## src/rnc_pkg.sv

```systemverilog
// rnc_pkg: shared types, codes and defaults of the rectangle neighbor classifier.
// No dependencies; every other file imports it.
package rnc_pkg;

    localparam int MAX_PARTS_DEF  = 32;
    localparam int COORD_BITS_DEF = 16;

    localparam int ID_W       = 5;
    localparam int FIELD_W    = 16;
    localparam int CNT_OUT_W  = 5;
    localparam int CFG_IDX_W  = 3;
    localparam int CFG_DATA_W = 16;
    localparam int GRP_NUM    = 4;

    // configuration register indexes
    localparam logic [CFG_IDX_W-1:0] CFG_OWN_ID     = 3'd0;
    localparam logic [CFG_IDX_W-1:0] CFG_OWN_X_LOW  = 3'd1;
    localparam logic [CFG_IDX_W-1:0] CFG_OWN_X_HIGH = 3'd2;
    localparam logic [CFG_IDX_W-1:0] CFG_OWN_Y_LOW  = 3'd3;
    localparam logic [CFG_IDX_W-1:0] CFG_OWN_Y_HIGH = 3'd4;

    typedef enum logic [2:0] {
        POS_UP        = 3'd0,
        POS_DOWN      = 3'd1,
        POS_RIGHT     = 3'd2,
        POS_LEFT      = 3'd3,
        POS_UPLEFT    = 3'd4,
        POS_UPRIGHT   = 3'd5,
        POS_DOWNLEFT  = 3'd6,
        POS_DOWNRIGHT = 3'd7
    } t_pos;

    // emission groups, in emission order
    typedef enum logic [1:0] {
        GRP_SMALL_SIDE   = 2'd0,
        GRP_LARGE_SIDE   = 2'd1,
        GRP_SMALL_CORNER = 2'd2,
        GRP_LARGE_CORNER = 2'd3
    } t_grp;

    typedef enum logic [1:0] {
        KIND_BOTH  = 2'd0,
        KIND_UP    = 2'd1,
        KIND_RIGHT = 2'd2,
        KIND_NONE  = 2'd3
    } t_kind;

    // classifier result for one offered rectangle
    typedef struct packed {
        logic               hit;
        t_pos               pos;
        logic [FIELD_W-1:0] sx;
        logic [FIELD_W-1:0] sy;
        logic [FIELD_W-1:0] len;
    } t_class;

    // one stored neighbor
    typedef struct packed {
        logic [ID_W-1:0]    id;
        t_pos               pos;
        logic [FIELD_W-1:0] sx;
        logic [FIELD_W-1:0] sy;
        logic [FIELD_W-1:0] len;
    } t_entry;

    function automatic t_grp grp_of(input t_pos pos);
        t_grp g;
        case (pos)
            POS_UP, POS_RIGHT:            g = GRP_LARGE_SIDE;
            POS_DOWN, POS_LEFT:           g = GRP_SMALL_SIDE;
            POS_UPLEFT, POS_UPRIGHT:      g = GRP_LARGE_CORNER;
            POS_DOWNLEFT, POS_DOWNRIGHT:  g = GRP_SMALL_CORNER;
            default:                      g = GRP_SMALL_SIDE;
        endcase
        return g;
    endfunction

endpackage

```

## src/rnc_in_if.sv

```systemverilog
// rnc_in_if: input channel, one partition rectangle per item.
// Depends on rnc_pkg.
interface rnc_in_if import rnc_pkg::*; ();
    logic               valid;
    logic               ready;
    logic [ID_W-1:0]    rect_id;
    logic [FIELD_W-1:0] rect_x_low;
    logic [FIELD_W-1:0] rect_x_high;
    logic [FIELD_W-1:0] rect_y_low;
    logic [FIELD_W-1:0] rect_y_high;
    logic               rect_last;

    modport source (
        output valid, rect_id, rect_x_low, rect_x_high, rect_y_low, rect_y_high, rect_last,
        input  ready
    );
    modport sink (
        input  valid, rect_id, rect_x_low, rect_x_high, rect_y_low, rect_y_high, rect_last,
        output ready
    );
endinterface

```

## src/rnc_out_if.sv

```systemverilog
// rnc_out_if: result channel, one neighbor entry per item.
// Depends on rnc_pkg.
interface rnc_out_if import rnc_pkg::*; ();
    logic                 valid;
    logic                 ready;
    logic [ID_W-1:0]      neighbor_id;
    logic [2:0]           position;
    logic [FIELD_W-1:0]   start_x;
    logic [FIELD_W-1:0]   start_y;
    logic [FIELD_W-1:0]   edge_length;
    logic [1:0]           part_kind;
    logic [CNT_OUT_W-1:0] count_small_sides;
    logic [CNT_OUT_W-1:0] count_large_sides;
    logic [CNT_OUT_W-1:0] count_small_corners;
    logic [CNT_OUT_W-1:0] count_large_corners;
    logic                 entry_valid;
    logic                 run_last;

    modport source (
        output valid, neighbor_id, position, start_x, start_y, edge_length, part_kind,
               count_small_sides, count_large_sides, count_small_corners,
               count_large_corners, entry_valid, run_last,
        input  ready
    );
    modport sink (
        input  valid, neighbor_id, position, start_x, start_y, edge_length, part_kind,
               count_small_sides, count_large_sides, count_small_corners,
               count_large_corners, entry_valid, run_last,
        output ready
    );
endinterface

```

## src/rect_neighbor_classifier.sv

```systemverilog
// rect_neighbor_classifier: top level; load phase, neighbor store and emission walk.
// Depends on rnc_pkg, rnc_in_if, rnc_out_if and rnc_classify.

// Rectangles arrive one per item and are classified in the cycle they are
// accepted, so the load phase takes one item per clock. A kept neighbor is
// written at the fill count into a store of MAX_PARTS-1 entries that has
// one write port and one read port; neighbors beyond that are dropped. The
// item with rect_last closes the run; from then on no input item is taken
// until the run's final result sits in the output register. Emission walks
// the store up to four times, once per group (down/left sides, up/right
// sides, down corners, up corners), each visit of an entry passing through
// ST_READ and then ST_CHECK (read, then check/hand over) because of the
// store's registered read port. The walk stops at the run's final entry.
// A run with no neighbors gives one result with entry_valid low and the
// counts. Every result carries the part kind and the four group counts;
// run_last marks the final one. Reads and writes of the store never overlap
// (load and emission are separate phases), so no forwarding is needed.
// Configuration is written through the plain write port; the user must do
// so only while the block is idle, as the block itself does not enforce it.
module rect_neighbor_classifier import rnc_pkg::*; #(
    parameter int MAX_PARTS  = MAX_PARTS_DEF,
    parameter int COORD_BITS = COORD_BITS_DEF
) (
    input  logic                  i_clk,
    input  logic                  i_rst_n,
    input  logic                  i_cfg_we,
    input  logic [CFG_IDX_W-1:0]  i_cfg_idx,
    input  logic [CFG_DATA_W-1:0] i_cfg_data,
    rnc_in_if.sink                i_rect,
    rnc_out_if.source             o_nbr
);

    localparam int STORE_DEPTH = MAX_PARTS - 1;
    localparam int CNT_W       = $clog2(MAX_PARTS);
    localparam int ADDR_W      = (STORE_DEPTH > 1) ? $clog2(STORE_DEPTH) : 1;

    typedef enum logic [3:0] {
        ST_LOAD  = 4'b0001,
        ST_READ  = 4'b0010,
        ST_CHECK = 4'b0100,
        ST_EMPTY = 4'b1000
    } t_state;

    t_state                r_state;
    logic [ID_W-1:0]       r_own_id;
    logic [COORD_BITS-1:0] r_own_xl, r_own_xh, r_own_yl, r_own_yh;
    logic [CNT_W-1:0]      r_store_cnt;
    logic [CNT_W-1:0]      r_grp_cnt [GRP_NUM];
    logic                  r_up_seen, r_right_seen;
    logic [CNT_W-1:0]      r_idx;
    logic [CNT_W-1:0]      r_emit;
    t_grp                  r_grp;
    t_entry                r_store [STORE_DEPTH];
    t_entry                r_rd_data;

    // output register
    logic                  r_out_valid;
    logic [ID_W-1:0]       r_o_id;
    logic [2:0]            r_o_pos;
    logic [FIELD_W-1:0]    r_o_sx, r_o_sy, r_o_len;
    logic [1:0]            r_o_kind;
    logic [CNT_OUT_W-1:0]  r_o_cnt [GRP_NUM];
    logic                  r_o_entry_valid, r_o_run_last;

    // coordinate fields resized to COORD_BITS
    logic [COORD_BITS+FIELD_W-1:0] w_cfg_ext, w_rxl_ext, w_rxh_ext, w_ryl_ext, w_ryh_ext;
    logic [COORD_BITS-1:0]         w_cfg_coord;
    logic [CNT_W+CNT_OUT_W-1:0]    w_cnt_ext [GRP_NUM];

    t_class           w_cls;
    t_entry           w_wr_entry;
    t_grp             w_wr_grp, w_rd_grp;
    t_kind            w_kind;
    logic             w_in_acc, w_store, w_out_free, w_match, w_emit_last, w_idx_end;
    logic             w_load, w_done;
    logic [CNT_W-1:0] w_cnt_after;

    assign w_cfg_ext   = {{COORD_BITS{1'b0}}, i_cfg_data};
    assign w_cfg_coord = w_cfg_ext[COORD_BITS-1:0];
    assign w_rxl_ext   = {{COORD_BITS{1'b0}}, i_rect.rect_x_low};
    assign w_rxh_ext   = {{COORD_BITS{1'b0}}, i_rect.rect_x_high};
    assign w_ryl_ext   = {{COORD_BITS{1'b0}}, i_rect.rect_y_low};
    assign w_ryh_ext   = {{COORD_BITS{1'b0}}, i_rect.rect_y_high};

    rnc_classify #(
        .COORD_BITS (COORD_BITS)
    ) u_classify (
        .i_oxl (r_own_xl),
        .i_oxh (r_own_xh),
        .i_oyl (r_own_yl),
        .i_oyh (r_own_yh),
        .i_rxl (w_rxl_ext[COORD_BITS-1:0]),
        .i_rxh (w_rxh_ext[COORD_BITS-1:0]),
        .i_ryl (w_ryl_ext[COORD_BITS-1:0]),
        .i_ryh (w_ryh_ext[COORD_BITS-1:0]),
        .o_cls (w_cls)
    );

    assign i_rect.ready = (r_state == ST_LOAD);
    assign w_in_acc     = i_rect.valid && i_rect.ready;
    // own id is skipped; a full store drops the neighbor uncounted
    assign w_store      = w_in_acc && (i_rect.rect_id != r_own_id) && w_cls.hit &&
                          (r_store_cnt < CNT_W'(STORE_DEPTH));
    assign w_cnt_after  = w_store ? r_store_cnt + CNT_W'(1) : r_store_cnt;
    assign w_wr_grp     = grp_of(w_cls.pos);

    assign w_wr_entry.id  = i_rect.rect_id;
    assign w_wr_entry.pos = w_cls.pos;
    assign w_wr_entry.sx  = w_cls.sx;
    assign w_wr_entry.sy  = w_cls.sy;
    assign w_wr_entry.len = w_cls.len;

    assign w_out_free  = !r_out_valid || o_nbr.ready;
    assign w_rd_grp    = grp_of(r_rd_data.pos);
    assign w_match     = (w_rd_grp == r_grp);
    assign w_emit_last = ((r_emit + CNT_W'(1)) == r_store_cnt);
    assign w_idx_end   = ((r_idx + CNT_W'(1)) == r_store_cnt);
    assign w_load      = w_out_free &&
                         ((r_state == ST_EMPTY) || (r_state == ST_CHECK && w_match));
    assign w_done      = w_load && ((r_state == ST_EMPTY) || w_emit_last);

    always_comb begin
        if (r_up_seen) begin
            w_kind = r_right_seen ? KIND_BOTH : KIND_UP;
        end else begin
            w_kind = r_right_seen ? KIND_RIGHT : KIND_NONE;
        end
        for (int g = 0; g < GRP_NUM; g++) begin
            w_cnt_ext[g] = {{CNT_OUT_W{1'b0}}, r_grp_cnt[g]};
        end
    end

    // control
    always_ff @(posedge i_clk) begin
        if (!i_rst_n) begin
            r_state      <= ST_LOAD;
            r_own_id     <= '0;
            r_own_xl     <= '0;
            r_own_xh     <= '0;
            r_own_yl     <= '0;
            r_own_yh     <= '0;
            r_store_cnt  <= '0;
            r_grp_cnt    <= '{default: '0};
            r_up_seen    <= 1'b0;
            r_right_seen <= 1'b0;
            r_idx        <= '0;
            r_emit       <= '0;
            r_grp        <= GRP_SMALL_SIDE;
            r_out_valid  <= 1'b0;
        end else begin
            if (i_cfg_we) begin
                case (i_cfg_idx)
                    CFG_OWN_ID:     r_own_id <= i_cfg_data[ID_W-1:0];
                    CFG_OWN_X_LOW:  r_own_xl <= w_cfg_coord;
                    CFG_OWN_X_HIGH: r_own_xh <= w_cfg_coord;
                    CFG_OWN_Y_LOW:  r_own_yl <= w_cfg_coord;
                    CFG_OWN_Y_HIGH: r_own_yh <= w_cfg_coord;
                    default: ;
                endcase
            end

            if (w_load) begin
                r_out_valid <= 1'b1;
            end else if (o_nbr.ready) begin
                r_out_valid <= 1'b0;
            end

            case (r_state)
                ST_LOAD: begin
                    if (w_store) begin
                        r_store_cnt         <= w_cnt_after;
                        r_grp_cnt[w_wr_grp] <= r_grp_cnt[w_wr_grp] + CNT_W'(1);
                        if (w_cls.pos == POS_UP) r_up_seen <= 1'b1;
                        if (w_cls.pos == POS_RIGHT) r_right_seen <= 1'b1;
                    end
                    if (w_in_acc && i_rect.rect_last) begin
                        r_idx   <= '0;
                        r_emit  <= '0;
                        r_grp   <= GRP_SMALL_SIDE;
                        r_state <= (w_cnt_after == '0) ? ST_EMPTY : ST_READ;
                    end
                end
                ST_EMPTY: begin
                    if (w_out_free) begin
                        r_store_cnt  <= '0;
                        r_grp_cnt    <= '{default: '0};
                        r_up_seen    <= 1'b0;
                        r_right_seen <= 1'b0;
                        r_state      <= ST_LOAD;
                    end
                end
                ST_READ: begin
                    r_state <= ST_CHECK;
                end
                ST_CHECK: begin
                    // a matching entry waits here until the output register frees
                    if (!w_match || w_out_free) begin
                        if (w_match) r_emit <= r_emit + CNT_W'(1);
                        if (w_match && w_emit_last) begin
                            r_store_cnt  <= '0;
                            r_grp_cnt    <= '{default: '0};
                            r_up_seen    <= 1'b0;
                            r_right_seen <= 1'b0;
                            r_state      <= ST_LOAD;
                        end else begin
                            if (w_idx_end) begin
                                r_idx <= '0;
                                r_grp <= t_grp'(r_grp + 2'd1);
                            end else begin
                                r_idx <= r_idx + CNT_W'(1);
                            end
                            r_state <= ST_READ;
                        end
                    end
                end
                default: r_state <= ST_LOAD;
            endcase
        end
    end

    // neighbor store: one write port, one registered read port
    always_ff @(posedge i_clk) begin
        if (w_store) begin
            r_store[r_store_cnt[ADDR_W-1:0]] <= w_wr_entry;
        end
        if (r_state == ST_READ) begin
            r_rd_data <= r_store[r_idx[ADDR_W-1:0]];
        end
    end

    // output payload
    always_ff @(posedge i_clk) begin
        if (w_load) begin
            if (r_state == ST_EMPTY) begin
                r_o_id          <= '0;
                r_o_pos         <= '0;
                r_o_sx          <= '0;
                r_o_sy          <= '0;
                r_o_len         <= '0;
                r_o_entry_valid <= 1'b0;
            end else begin
                r_o_id          <= r_rd_data.id;
                r_o_pos         <= r_rd_data.pos;
                r_o_sx          <= r_rd_data.sx;
                r_o_sy          <= r_rd_data.sy;
                r_o_len         <= r_rd_data.len;
                r_o_entry_valid <= 1'b1;
            end
            r_o_kind     <= w_kind;
            r_o_run_last <= w_done;
            for (int g = 0; g < GRP_NUM; g++) begin
                r_o_cnt[g] <= w_cnt_ext[g][CNT_OUT_W-1:0];
            end
        end
    end

    assign o_nbr.valid               = r_out_valid;
    assign o_nbr.neighbor_id         = r_o_id;
    assign o_nbr.position            = r_o_pos;
    assign o_nbr.start_x             = r_o_sx;
    assign o_nbr.start_y             = r_o_sy;
    assign o_nbr.edge_length         = r_o_len;
    assign o_nbr.part_kind           = r_o_kind;
    assign o_nbr.count_small_sides   = r_o_cnt[GRP_SMALL_SIDE];
    assign o_nbr.count_large_sides   = r_o_cnt[GRP_LARGE_SIDE];
    assign o_nbr.count_small_corners = r_o_cnt[GRP_SMALL_CORNER];
    assign o_nbr.count_large_corners = r_o_cnt[GRP_LARGE_CORNER];
    assign o_nbr.entry_valid         = r_o_entry_valid;
    assign o_nbr.run_last            = r_o_run_last;

    // checks
    logic [CNT_W+1:0] w_cnt_sum;
    assign w_cnt_sum = (CNT_W+2)'(r_grp_cnt[0]) + (CNT_W+2)'(r_grp_cnt[1]) +
                       (CNT_W+2)'(r_grp_cnt[2]) + (CNT_W+2)'(r_grp_cnt[3]);

    a_fill_bound: assert property (@(posedge i_clk) disable iff (!i_rst_n)
        r_store_cnt <= CNT_W'(STORE_DEPTH))
        else $error("store fill count beyond depth");

    a_group_sum: assert property (@(posedge i_clk) disable iff (!i_rst_n)
        w_cnt_sum == (CNT_W+2)'(r_store_cnt))
        else $error("group counts disagree with fill count");

    a_walk_bound: assert property (@(posedge i_clk) disable iff (!i_rst_n)
        (r_state == ST_CHECK) |-> (r_emit < r_store_cnt && r_idx < r_store_cnt))
        else $error("emission walk past stored entries");

    a_empty_counts: assert property (@(posedge i_clk) disable iff (!i_rst_n)
        (r_out_valid && !r_o_entry_valid) |->
            (r_o_run_last && r_o_cnt[0] == '0 && r_o_cnt[1] == '0 &&
             r_o_cnt[2] == '0 && r_o_cnt[3] == '0))
        else $error("empty-run result with nonzero counts");

    a_last_clears: assert property (@(posedge i_clk) disable iff (!i_rst_n)
        w_done |=> (r_store_cnt == '0 && !r_up_seen && !r_right_seen))
        else $error("run state not cleared after final result");

endmodule

```

## src/rnc_classify.sv

```systemverilog
// rnc_classify: touch test and side/corner classification of one rectangle.
// Depends on rnc_pkg; purely combinational.
module rnc_classify import rnc_pkg::*; #(
    parameter int COORD_BITS = COORD_BITS_DEF
) (
    input  logic [COORD_BITS-1:0] i_oxl,
    input  logic [COORD_BITS-1:0] i_oxh,
    input  logic [COORD_BITS-1:0] i_oyl,
    input  logic [COORD_BITS-1:0] i_oyh,
    input  logic [COORD_BITS-1:0] i_rxl,
    input  logic [COORD_BITS-1:0] i_rxh,
    input  logic [COORD_BITS-1:0] i_ryl,
    input  logic [COORD_BITS-1:0] i_ryh,
    output t_class                o_cls
);

    // closed intervals share a point, bounds taken literally
    function automatic logic touch(input logic [COORD_BITS-1:0] alo, ahi, blo, bhi);
        return (blo >= alo && blo <= ahi) || (bhi >= alo && bhi <= ahi) ||
               (alo >= blo && alo <= bhi) || (ahi >= blo && ahi <= bhi);
    endfunction

    logic [COORD_BITS-1:0]         xm, ym, mx, my, nx, ny, sx, sy, len;
    logic                          match, touching;
    t_pos                          pos;
    logic [COORD_BITS+FIELD_W-1:0] sx_ext, sy_ext, len_ext;

    always_comb begin
        xm  = i_oxh - COORD_BITS'(1);
        ym  = i_oyh - COORD_BITS'(1);
        mx  = (i_oxl > i_rxl) ? i_oxl : i_rxl;
        my  = (i_oyl > i_ryl) ? i_oyl : i_ryl;
        nx  = (i_oxh < i_rxh) ? i_oxh : i_rxh;
        ny  = (i_oyh < i_ryh) ? i_oyh : i_ryh;
        sx  = '0;
        sy  = '0;
        len = COORD_BITS'(1);
        pos = POS_UP;
        match = 1'b1;
        if (i_rxl == i_oxl && i_rxh == i_oxh) begin
            sx  = i_oxl;
            len = i_oxh - i_oxl;
            if (i_oyl < i_ryl) begin
                sy = ym; pos = POS_UP;
            end else begin
                sy = i_oyl; pos = POS_DOWN;
            end
        end else if (i_ryl == i_oyl && i_ryh == i_oyh) begin
            sy  = i_oyl;
            len = i_oyh - i_oyl;
            if (i_oxl < i_rxl) begin
                sx = xm; pos = POS_RIGHT;
            end else begin
                sx = i_oxl; pos = POS_LEFT;
            end
        end else if (i_rxl == i_oxh) begin
            sx = xm;
            if (i_ryl == i_oyh) begin
                sy = ym; pos = POS_UPRIGHT;
            end else if (i_ryh == i_oyl) begin
                sy = i_oyl; pos = POS_DOWNRIGHT;
            end else begin
                sy = my; len = ny - my; pos = POS_RIGHT;
            end
        end else if (i_rxh == i_oxl) begin
            sx = i_oxl;
            if (i_ryl == i_oyh) begin
                sy = ym; pos = POS_UPLEFT;
            end else if (i_ryh == i_oyl) begin
                sy = i_oyl; pos = POS_DOWNLEFT;
            end else begin
                sy = my; len = ny - my; pos = POS_LEFT;
            end
        end else if (i_ryl == i_oyh) begin
            sy = ym; sx = mx; len = nx - mx; pos = POS_UP;
        end else if (i_ryh == i_oyl) begin
            sy = i_oyl; sx = mx; len = nx - mx; pos = POS_DOWN;
        end else begin
            match = 1'b0;
        end
        touching = touch(i_oxl, i_oxh, i_rxl, i_rxh) && touch(i_oyl, i_oyh, i_ryl, i_ryh);

        // cut to the 16-bit result fields
        sx_ext  = {{FIELD_W{1'b0}}, sx};
        sy_ext  = {{FIELD_W{1'b0}}, sy};
        len_ext = {{FIELD_W{1'b0}}, len};
        o_cls.hit = touching && match;
        o_cls.pos = pos;
        o_cls.sx  = sx_ext[FIELD_W-1:0];
        o_cls.sy  = sy_ext[FIELD_W-1:0];
        o_cls.len = len_ext[FIELD_W-1:0];
    end

endmodule
```

## src/flat_wrapper.sv

```systemverilog
// flat-port wrapper written by rule: the top's interface ports become plain ports
module rect_neighbor_classifier_flat import rnc_pkg::*;
#(
    parameter int MAX_PARTS  = MAX_PARTS_DEF,
    parameter int COORD_BITS = COORD_BITS_DEF
)
  (i_clk, i_rst_n, i_cfg_we, i_cfg_idx, i_cfg_data, i_rect_valid, i_rect_rect_id, i_rect_rect_x_low, i_rect_rect_x_high, i_rect_rect_y_low, i_rect_rect_y_high, i_rect_rect_last, i_rect_ready, o_nbr_valid, o_nbr_neighbor_id, o_nbr_position, o_nbr_start_x, o_nbr_start_y, o_nbr_edge_length, o_nbr_part_kind, o_nbr_count_small_sides, o_nbr_count_large_sides, o_nbr_count_small_corners, o_nbr_count_large_corners, o_nbr_entry_valid, o_nbr_run_last, o_nbr_ready);
  rnc_in_if i_rect_i ();
  rnc_out_if o_nbr_i ();
  input  logic i_clk;
  input  logic i_rst_n;
  input  logic i_cfg_we;
  input  logic [CFG_IDX_W-1:0] i_cfg_idx;
  input  logic [CFG_DATA_W-1:0] i_cfg_data;
  input wire logic [$bits(i_rect_i.valid)-1:0] i_rect_valid;
  input wire logic [$bits(i_rect_i.rect_id)-1:0] i_rect_rect_id;
  input wire logic [$bits(i_rect_i.rect_x_low)-1:0] i_rect_rect_x_low;
  input wire logic [$bits(i_rect_i.rect_x_high)-1:0] i_rect_rect_x_high;
  input wire logic [$bits(i_rect_i.rect_y_low)-1:0] i_rect_rect_y_low;
  input wire logic [$bits(i_rect_i.rect_y_high)-1:0] i_rect_rect_y_high;
  input wire logic [$bits(i_rect_i.rect_last)-1:0] i_rect_rect_last;
  output wire logic [$bits(i_rect_i.ready)-1:0] i_rect_ready;
  output wire logic [$bits(o_nbr_i.valid)-1:0] o_nbr_valid;
  output wire logic [$bits(o_nbr_i.neighbor_id)-1:0] o_nbr_neighbor_id;
  output wire logic [$bits(o_nbr_i.position)-1:0] o_nbr_position;
  output wire logic [$bits(o_nbr_i.start_x)-1:0] o_nbr_start_x;
  output wire logic [$bits(o_nbr_i.start_y)-1:0] o_nbr_start_y;
  output wire logic [$bits(o_nbr_i.edge_length)-1:0] o_nbr_edge_length;
  output wire logic [$bits(o_nbr_i.part_kind)-1:0] o_nbr_part_kind;
  output wire logic [$bits(o_nbr_i.count_small_sides)-1:0] o_nbr_count_small_sides;
  output wire logic [$bits(o_nbr_i.count_large_sides)-1:0] o_nbr_count_large_sides;
  output wire logic [$bits(o_nbr_i.count_small_corners)-1:0] o_nbr_count_small_corners;
  output wire logic [$bits(o_nbr_i.count_large_corners)-1:0] o_nbr_count_large_corners;
  output wire logic [$bits(o_nbr_i.entry_valid)-1:0] o_nbr_entry_valid;
  output wire logic [$bits(o_nbr_i.run_last)-1:0] o_nbr_run_last;
  input wire logic [$bits(o_nbr_i.ready)-1:0] o_nbr_ready;
  assign i_rect_i.valid = i_rect_valid;
  assign i_rect_i.rect_id = i_rect_rect_id;
  assign i_rect_i.rect_x_low = i_rect_rect_x_low;
  assign i_rect_i.rect_x_high = i_rect_rect_x_high;
  assign i_rect_i.rect_y_low = i_rect_rect_y_low;
  assign i_rect_i.rect_y_high = i_rect_rect_y_high;
  assign i_rect_i.rect_last = i_rect_rect_last;
  assign i_rect_ready = i_rect_i.ready;
  assign o_nbr_valid = o_nbr_i.valid;
  assign o_nbr_neighbor_id = o_nbr_i.neighbor_id;
  assign o_nbr_position = o_nbr_i.position;
  assign o_nbr_start_x = o_nbr_i.start_x;
  assign o_nbr_start_y = o_nbr_i.start_y;
  assign o_nbr_edge_length = o_nbr_i.edge_length;
  assign o_nbr_part_kind = o_nbr_i.part_kind;
  assign o_nbr_count_small_sides = o_nbr_i.count_small_sides;
  assign o_nbr_count_large_sides = o_nbr_i.count_large_sides;
  assign o_nbr_count_small_corners = o_nbr_i.count_small_corners;
  assign o_nbr_count_large_corners = o_nbr_i.count_large_corners;
  assign o_nbr_entry_valid = o_nbr_i.entry_valid;
  assign o_nbr_run_last = o_nbr_i.run_last;
  assign o_nbr_i.ready = o_nbr_ready;
  rect_neighbor_classifier #(.MAX_PARTS(MAX_PARTS), .COORD_BITS(COORD_BITS)) u_core (.i_clk(i_clk), .i_rst_n(i_rst_n), .i_cfg_we(i_cfg_we), .i_cfg_idx(i_cfg_idx), .i_cfg_data(i_cfg_data), .i_rect(i_rect_i), .o_nbr(o_nbr_i));
endmodule
```

## config.mk

```make
export PLATFORM = sky130hd
export DESIGN_NAME = rect_neighbor_classifier_flat
export DESIGN_NICKNAME = d
export VERILOG_FILES = /design/src/rnc_pkg.sv /design/src/rnc_in_if.sv /design/src/rnc_out_if.sv /design/src/rect_neighbor_classifier.sv /design/src/rnc_classify.sv /design/src/flat_wrapper.sv
export SDC_FILE = /design/constraint.sdc
export NUM_CORES = 2
export LEC_CHECK = 0
export BUFFER_PORTS_ARGS = -buffer_cell sky130_fd_sc_hd__buf_2
export CORE_MARGIN = 5
export CORE_UTILIZATION = 30
export CTS_CLUSTER_DIAMETER = 200
export DETAILED_ROUTE_END_ITERATION = 10
export PLACE_DENSITY = 0.42
export RECOVER_POWER = 25
export SLEW_MARGIN = 20
export SYNTH_ARGS = -nofsm -noshare
export SYNTH_HDL_FRONTEND = slang
export SYNTH_SLANG_ARGS = --single-unit
```

## constraint.sdc

```tcl
create_clock -name i_clk -period 10.52 [get_ports i_clk]
set_clock_uncertainty 0.2 [all_clocks]
set_input_delay 1.578 -clock i_clk [delete_from_list [all_inputs] [get_ports i_clk]]
set_output_delay 1.578 -clock i_clk [all_outputs]
set_load 0.05 [all_outputs]
```

## Word-level counts from Yosys, hierarchy flattened

Memory sizes are Yosys's and may differ from the RTL's. A register that Yosys moved wholly into a read port is not among the register bits.
Cells that the tools add are included.

- Register bits: 173
- RAM bits: 1756
- ROM bits: 32
- Input port bits: 94
- Logic and storage cells: 250
- Memories kept: 4

Memories:

| memory | words | bits a word | read ports | clocked after memory_dff | wr ports | line | RTL |
|---|---|---|---|---|---|---|---|
| u_core.r_store | 31 | 56 | 1 | 1 | 1 | rect_neighbor_classifier.sv:53 | `t_entry r_store [STORE_DEPTH];` |
| u_core.r_o_cnt | 4 | 5 | 4 | 0 | 4 | rect_neighbor_classifier.sv:62 | `logic [CNT_OUT_W-1:0] r_o_cnt [GRP_NUM];` |
| (name not given) | 8 | 2 | 1 | 0 | 0 | rnc_pkg.sv:68 | `case (pos)` |
| (name not given) | 8 | 2 | 1 | 0 | 0 | rnc_pkg.sv:68 |  |

- $add $sub $neg: 11
- Magnitude comparators: 25
- Equal/unequal tests: 31
- Mux-type cells: 101
- Bitwise logic cells: 1
- Reductions and logical operators: 52

Operators with widths:

| operator | count |
|---|---|
| 2-to-1 mux 16 bit | 28 |
| == test 16 bit | 8 |
| >= comparator 16 bit | 8 |
| less-or-equal comparator 16 bit | 8 |
| 2-to-1 mux 20 bit | 4 |
| 2-to-1 mux 5 bit | 14 |
| < comparator 16 bit | 4 |
| subtractor 16 bit | 4 |
| one-hot mux 20 bit (3 select lines) | 1 |
| greater-than comparator 16 bit | 2 |
| subtractor 16 x 1 -> 16 bit (second input constant) | 2 |
| 2-to-1 mux 1 bit | 26 |
| 2-to-1 mux 3 bit | 8 |
| logical AND 1 bit | 22 |
| adder 5 x 1 -> 5 bit (second input constant) | 4 |
| bitwise mux 20 bit | 1 |
| one-hot mux 5 bit (2 select lines) | 2 |
| 2-to-1 mux 4 bit | 4 |
| one-hot mux 4 bit (4 select lines) | 1 |
| one-hot mux 5 bit (3 select lines) | 1 |
| != test 2 bit (second input constant) | 7 |
| 2-to-1 mux 2 bit | 6 |
| AND reduction 6 bit | 2 |
| binary-select mux 5 bit (select 2 bit) | 1 |
| 29 further kinds | 53 |

## Longest topological paths before layout

An unclocked memory read counts as a cell.

- Depth in word-level cells: 16
- Mapped depth: 25
- Mapped depth without buffers: 23

## By module

From an unflattened synthesis, not the netlist that was laid out.

- Cells, all modules: 4660
- Area total of the unflattened synthesis: 83939.3 sq um

Modules (own cells, without submodules):

| module | times used | cells each | area an instance (sq um) |
|---|---|---|---|
| rect_neighbor_classifier | 1 | 3473 | 75483.6 |
| rnc_classify | 1 | 1187 | 8455.6 |

## Worst setup path after synthesis

No wires, ideal clock.

- Path kind: input to register
- From: input i_rect_rect_y_low[15]
- To: memory u_core.r_store[12][0] (netlist name), enable pin
- Library setup time: 0.539 ns
- Data arrival time: 7.759 ns
- Data required time: 9.781 ns
- Setup slack: 2.022 ns
- Cell stages on the path: 14
- Path buffers: 2
- Cells stage by stage: inv_1 -> ha_1 -> nand4_1 -> nor2_1 -> nand4_1 -> or2_2 -> clkbuf_1 -> nand2_1 -> o31ai_1 -> nor2_1 -> o221a_2 -> buf_2 -> nand2_1 -> nor3_1

- Longest elaborated chain between the ends: 11
- Elaborated cells between the ends (all ways): 24
- Those cells by class: order compare: 4; eq/ne: 2; mux: 7; reduce/logical: 11

RTL lines:

| element | line | RTL |
|---|---|---|
| start, declared | flat_wrapper.sv:19 | `input wire logic [$bits(i_rect_i.rect_y_low)-1:0] i_rect_rect_y_low;` |
| >= comparator 16 bit, or another cell as far along | rnc_classify.sv:19 | `return (blo >= alo && blo <= ahi) \|\| (bhi >= alo && bhi <= ahi) \|\|` |
| logical AND 1 bit / 2-to-1 mux 1 bit (equally long branches) | rnc_classify.sv:19, rnc_classify.sv:74 |  |
| logical OR 1 bit / 2-to-1 mux 1 bit (equally long branches) | rnc_classify.sv:19, rnc_classify.sv:65 |  |
| logical OR 1 bit / 2-to-1 mux 1 bit (equally long branches) | rnc_classify.sv:19, rnc_classify.sv:56 |  |
| logical OR 1 bit / 2-to-1 mux 1 bit (equally long branches) | rnc_classify.sv:20, rnc_classify.sv:48 |  |
| logical AND 1 bit / 2-to-1 mux 1 bit (equally long branches) | rnc_classify.sv:81, rnc_classify.sv:40 |  |
| logical AND 1 bit (*) | rnc_classify.sv:87 | `o_cls.hit = touching && match;` |
| logical AND 1 bit (*) (2 in a row) | rect_neighbor_classifier.sv:102 | `assign w_store = w_in_acc && (i_rect.rect_id != r_own_id) && w_cls.hit &&` |
| 2-to-1 mux 1 bit (*) | rect_neighbor_classifier.sv:223 | `if (w_store) begin` |
| 2-to-1 mux 1 bit (implied by the code) (*) | rect_neighbor_classifier.sv:224 | `r_store[r_store_cnt[ADDR_W-1:0]] <= w_wr_entry;` |
| end, declared | rect_neighbor_classifier.sv:53 |  |

Every way passes the cells marked *; elsewhere a longest branch is shown, timed or not.

==> run metrics <==
num rows 194; Worst setup EP type flop; crit path time final 8.50 ns; first-pass GRT wire length 372,000 microns; final global-route overflow total 0; cell area power density 169 nW/um^2; Seq pwr share 52.0%; Die ar. 290,000 sq um; ys async rst share 0%; Detailed Route Iter0 Violations 3,783; Mapped Area 83,700 sq um; R2R Setup Slk 2.29 ns; Layout Nets 5,307; vias per cell 5.05; H-tree depth 4; post-route ant nets 0; Worst Hold Path EP u_core.r_o_cnt[1][0]; crit path launch type primary input; Avg WL per Cell 29.7 microns; Avg Cell Area, Syn 18.0 sq um; Port-buffer cells 175; Die W 538 microns; Mapped Nets 4,942; Synth Flop Type edfxtp_1; CTS tree built; dpl cells 8,516; failing checks max-capacitance violations, max-slew violations; drt first pass iters 6; Yosys warnings 0; worst reg2reg path depth 5; area grow syn2layout 16.4%; All-Layer GR Usage 17.9%; setup tns final 0 ns; cts hold-fix bufs 0; Die Span Y 538 microns; power share of the clock group 45.6%; Via Count 45,100; commonest non-fill, non-tap cell in the layout edfxtp_1; Min-Delay Path Class reg2reg; PostCTS Resize Cnt 0; RSZ-0062 raised after global routing false; Post-Route Utilization 35.0%; remaining routing DRC violations 0; Max-cap violations 29; # fillers 26,500; Initial Util 30.0%; largest net degree at the start of global routing 133; GP Congestion 0.869; Setup-failing EPs final 0; commonest cells after routing, fill and taps aside edfxtp_1, mux4_2, nand2_1; post-synth top area cell edfxtp_1; DP Worst Slack 2.03 ns; Net Sw Frac 21.4%; Worst Min Path Start u_core.r_grp_cnt[10]; number of synthesized flops with an enable pin 1,872; WP data arrival 9.03 ns; io pins 176; Net Switching 3.51 mW; status finished, violations left; CP Data Required Time 11.05 ns; Max Root-Sink Buffers 3; leakage power 28.4 nW; clk root buf clkbuf_16; Clock Sinks 1,985; max-slew violation count 1,059; initial antenna violation count 8; fmax 118 MHz; vias in the first global route 46,900; clock-pin slew on the worst setup and hold paths 0.06 ns; Internal Power 12.9 mW; post-CTS setup buffer count 0; worst setup margin 2.02 ns; critical path class in2reg; CP max FO 35; Hold Crit Depth 0; share of the synthesized area in the top cell type 67.1%; post-synthesis register bit count 1,985; Hold Violations, Final 0; CTS Buf Count 215; Peak VDD IR 139 uV; dominant cells by area after synthesis edfxtp_1, mux4_2, ha_1, dfxtp_1, nand2_1; area of the core 279,000 sq um; combinational power share 2.4%; reg-to-reg startpoint u_core.r_idx[2]; Distinct cells, synth 89; drt total wl 265,000 microns; Syn Inst Count 4,647; slew margin rel. -178%; worst reg2reg path endpoint u_core.r_rd_data[29]; DP Wirelength 158,000 microns; Tightest Pin Transition 4.17 ns; Tcrit/Tclk final 80.8%; Cell Count, Final, Fillers Out 8,928; worst skew pair latency 0.88 ns; layout cells sized above 1 23.3%; sequential fraction of the synthesis area 69.8%
worst max path at each step:
stage | start | endpoint | slack [ns] | cells after the start
floorplan | i_rect_rect_y_low[15] | u_core.r_store[12][0] | 2.02 | 14
global placement | i_rect_rect_y_low[9] | u_core.r_store[22][15] | 2.21 | 24
detailed placement | i_rect_rect_y_low[6] | u_core.r_store[19][15] | 2.03 | 24
CTS | i_rect_rect_y_low[6] | u_core.r_store[17][15] | 2.92 | 24
global route | i_rect_rect_x_low[15] | u_core.r_grp_cnt[4] | 1.55 | 17
finish | i_rect_rect_x_low[15] | u_core.r_grp_cnt[4] | 2.02 | 18
registers in the layout, indices dropped and copies added (netlist names), 3 cells and up:
signal and flops:
u_core.r_store_cnt 5, u_core.r_own_yl 16, u_core.r_grp_cnt 20, u_core.o_nbr.edge_length 16, u_core.o_nbr.position 3, u_core.o_nbr.neighbor_id 5, u_core.r_store 1736, u_core.r_own_xl 16
u_core.r_rd_data 56, u_core.r_own_yh 16, u_core.r_own_xh 16, u_core.o_nbr.start_x 16, u_core.r_emit 5, u_core.r_idx 5, u_core.o_nbr.start_y 16, u_core.r_o_cnt 20
u_core.r_state 4, u_core.r_own_id 5
power groups by stage:
stage | clock, mW | combinational, mW | sequential, mW
after floorplan | 0 | 0.227 | 8.72
after global placement | 0 | 0.397 | 8.71
after detailed placement | 0 | 0.396 | 8.71
after CTS | 7.72 | 0.399 | 8.54
after global routing | 8.05 | 0.433 | 8.54
final | 7.48 | 0.397 | 8.54
cells in the mapped netlist (5+ instances only):
cell and instances:
a21boi_0 72, buf_1 54, o21bai_1 5, nand4_1 32
a311oi_1 6, a221o_1 5, edfxtp_1 1872, nor2_1 174
and3_1 11, nor2b_1 52, nor3_1 34, nor4_1 9
inv_1 122, a21o_1 38, and2_1 65, o221ai_1 17
xnor2_1 67, a211oi_1 10, o21a_1 18, clkbuf_1 150
o21ai_0 131, dfxtp_1 113, mux2i_1 80, a31oi_1 13
mux4_2 504, o31ai_1 6, o21ai_1 5, xor2_1 42
o22ai_1 15, or4_1 6, mux2_2 82, a22oi_1 29
or2_2 5, nand3_1 38, o211ai_1 12, or3_1 11
nand2b_1 14, nand3b_1 5, nand2_1 309, ha_1 197
a221oi_1 6, a21oi_1 135
metal layers:
metal,up-vias,routed length [microns],global-route usage (%)
met2,1051,131000,30.3
met1,24300,118000,24.6
met3,284,10500,2.23
met4,0,5480,3.84
met5,-,0,0
li1,19400,-,-
cell type report:
cell class,instances,area (sq um),area share (%)
repair buffers,356,2300,2.36
clock buffers,259,5580,5.72
inverters,124,467,0.479
multi-input cells,2330,24500,25.1
clock inverters,145,1470,1.51
diodes,5,12.5,0.0128
well taps,3724,4660,4.78
flip-flops and latches,1985,58500,60.0
metrics by stage:
| stage | hold slack (ns) | area [sq um] | power (mW) |
|---|---|---|---|
| floorplan | 0.224 | 83700 | 8.95 |
| global placement | 0.246 | 90500 | 9.11 |
| detailed placement | 0.248 | 90700 | 9.10 |
| CTS | 0.265 | 97700 | 16.7 |
| global route | 0.270 | 97400 | 17.0 |
| finish | 0.262 | 97400 | 16.4 |
logic make-up (layout without fill, tap and decap cells):
family,count (synthesis),in the layout,share of synthesized area (%)
flip-flops,1985,1985,69.8
AND/OR/NAND/NOR,789,789,4.48
multiplexers,667,667,15.6
AO/OA/AOI/OAI,563,563,4.36
buffers and inverters,332,884,1.49
adder cells (fa/ha/maj),202,202,3.05
XOR/XNOR,109,109,1.14
other,0,5,0
critical path, stage by stage:
cell      delay (ns)
clkbuf_1        0.19
inv_1           0.15
ha_1            0.35
nand4_1         0.29
nor4_1          1.32
and3_1          0.54
clkbuf_1        1.69
nand2_2         0.60
a21boi_0        0.29
buf_4           0.29
mux2_1          0.38
o21ai_2         0.26
inv_2           0.07
ha_1            0.23
nand3_1         0.09
xor2_1          0.39
a22oi_1         0.13
nor2b_1         0.13
Power figures use the tool's default switching activity.
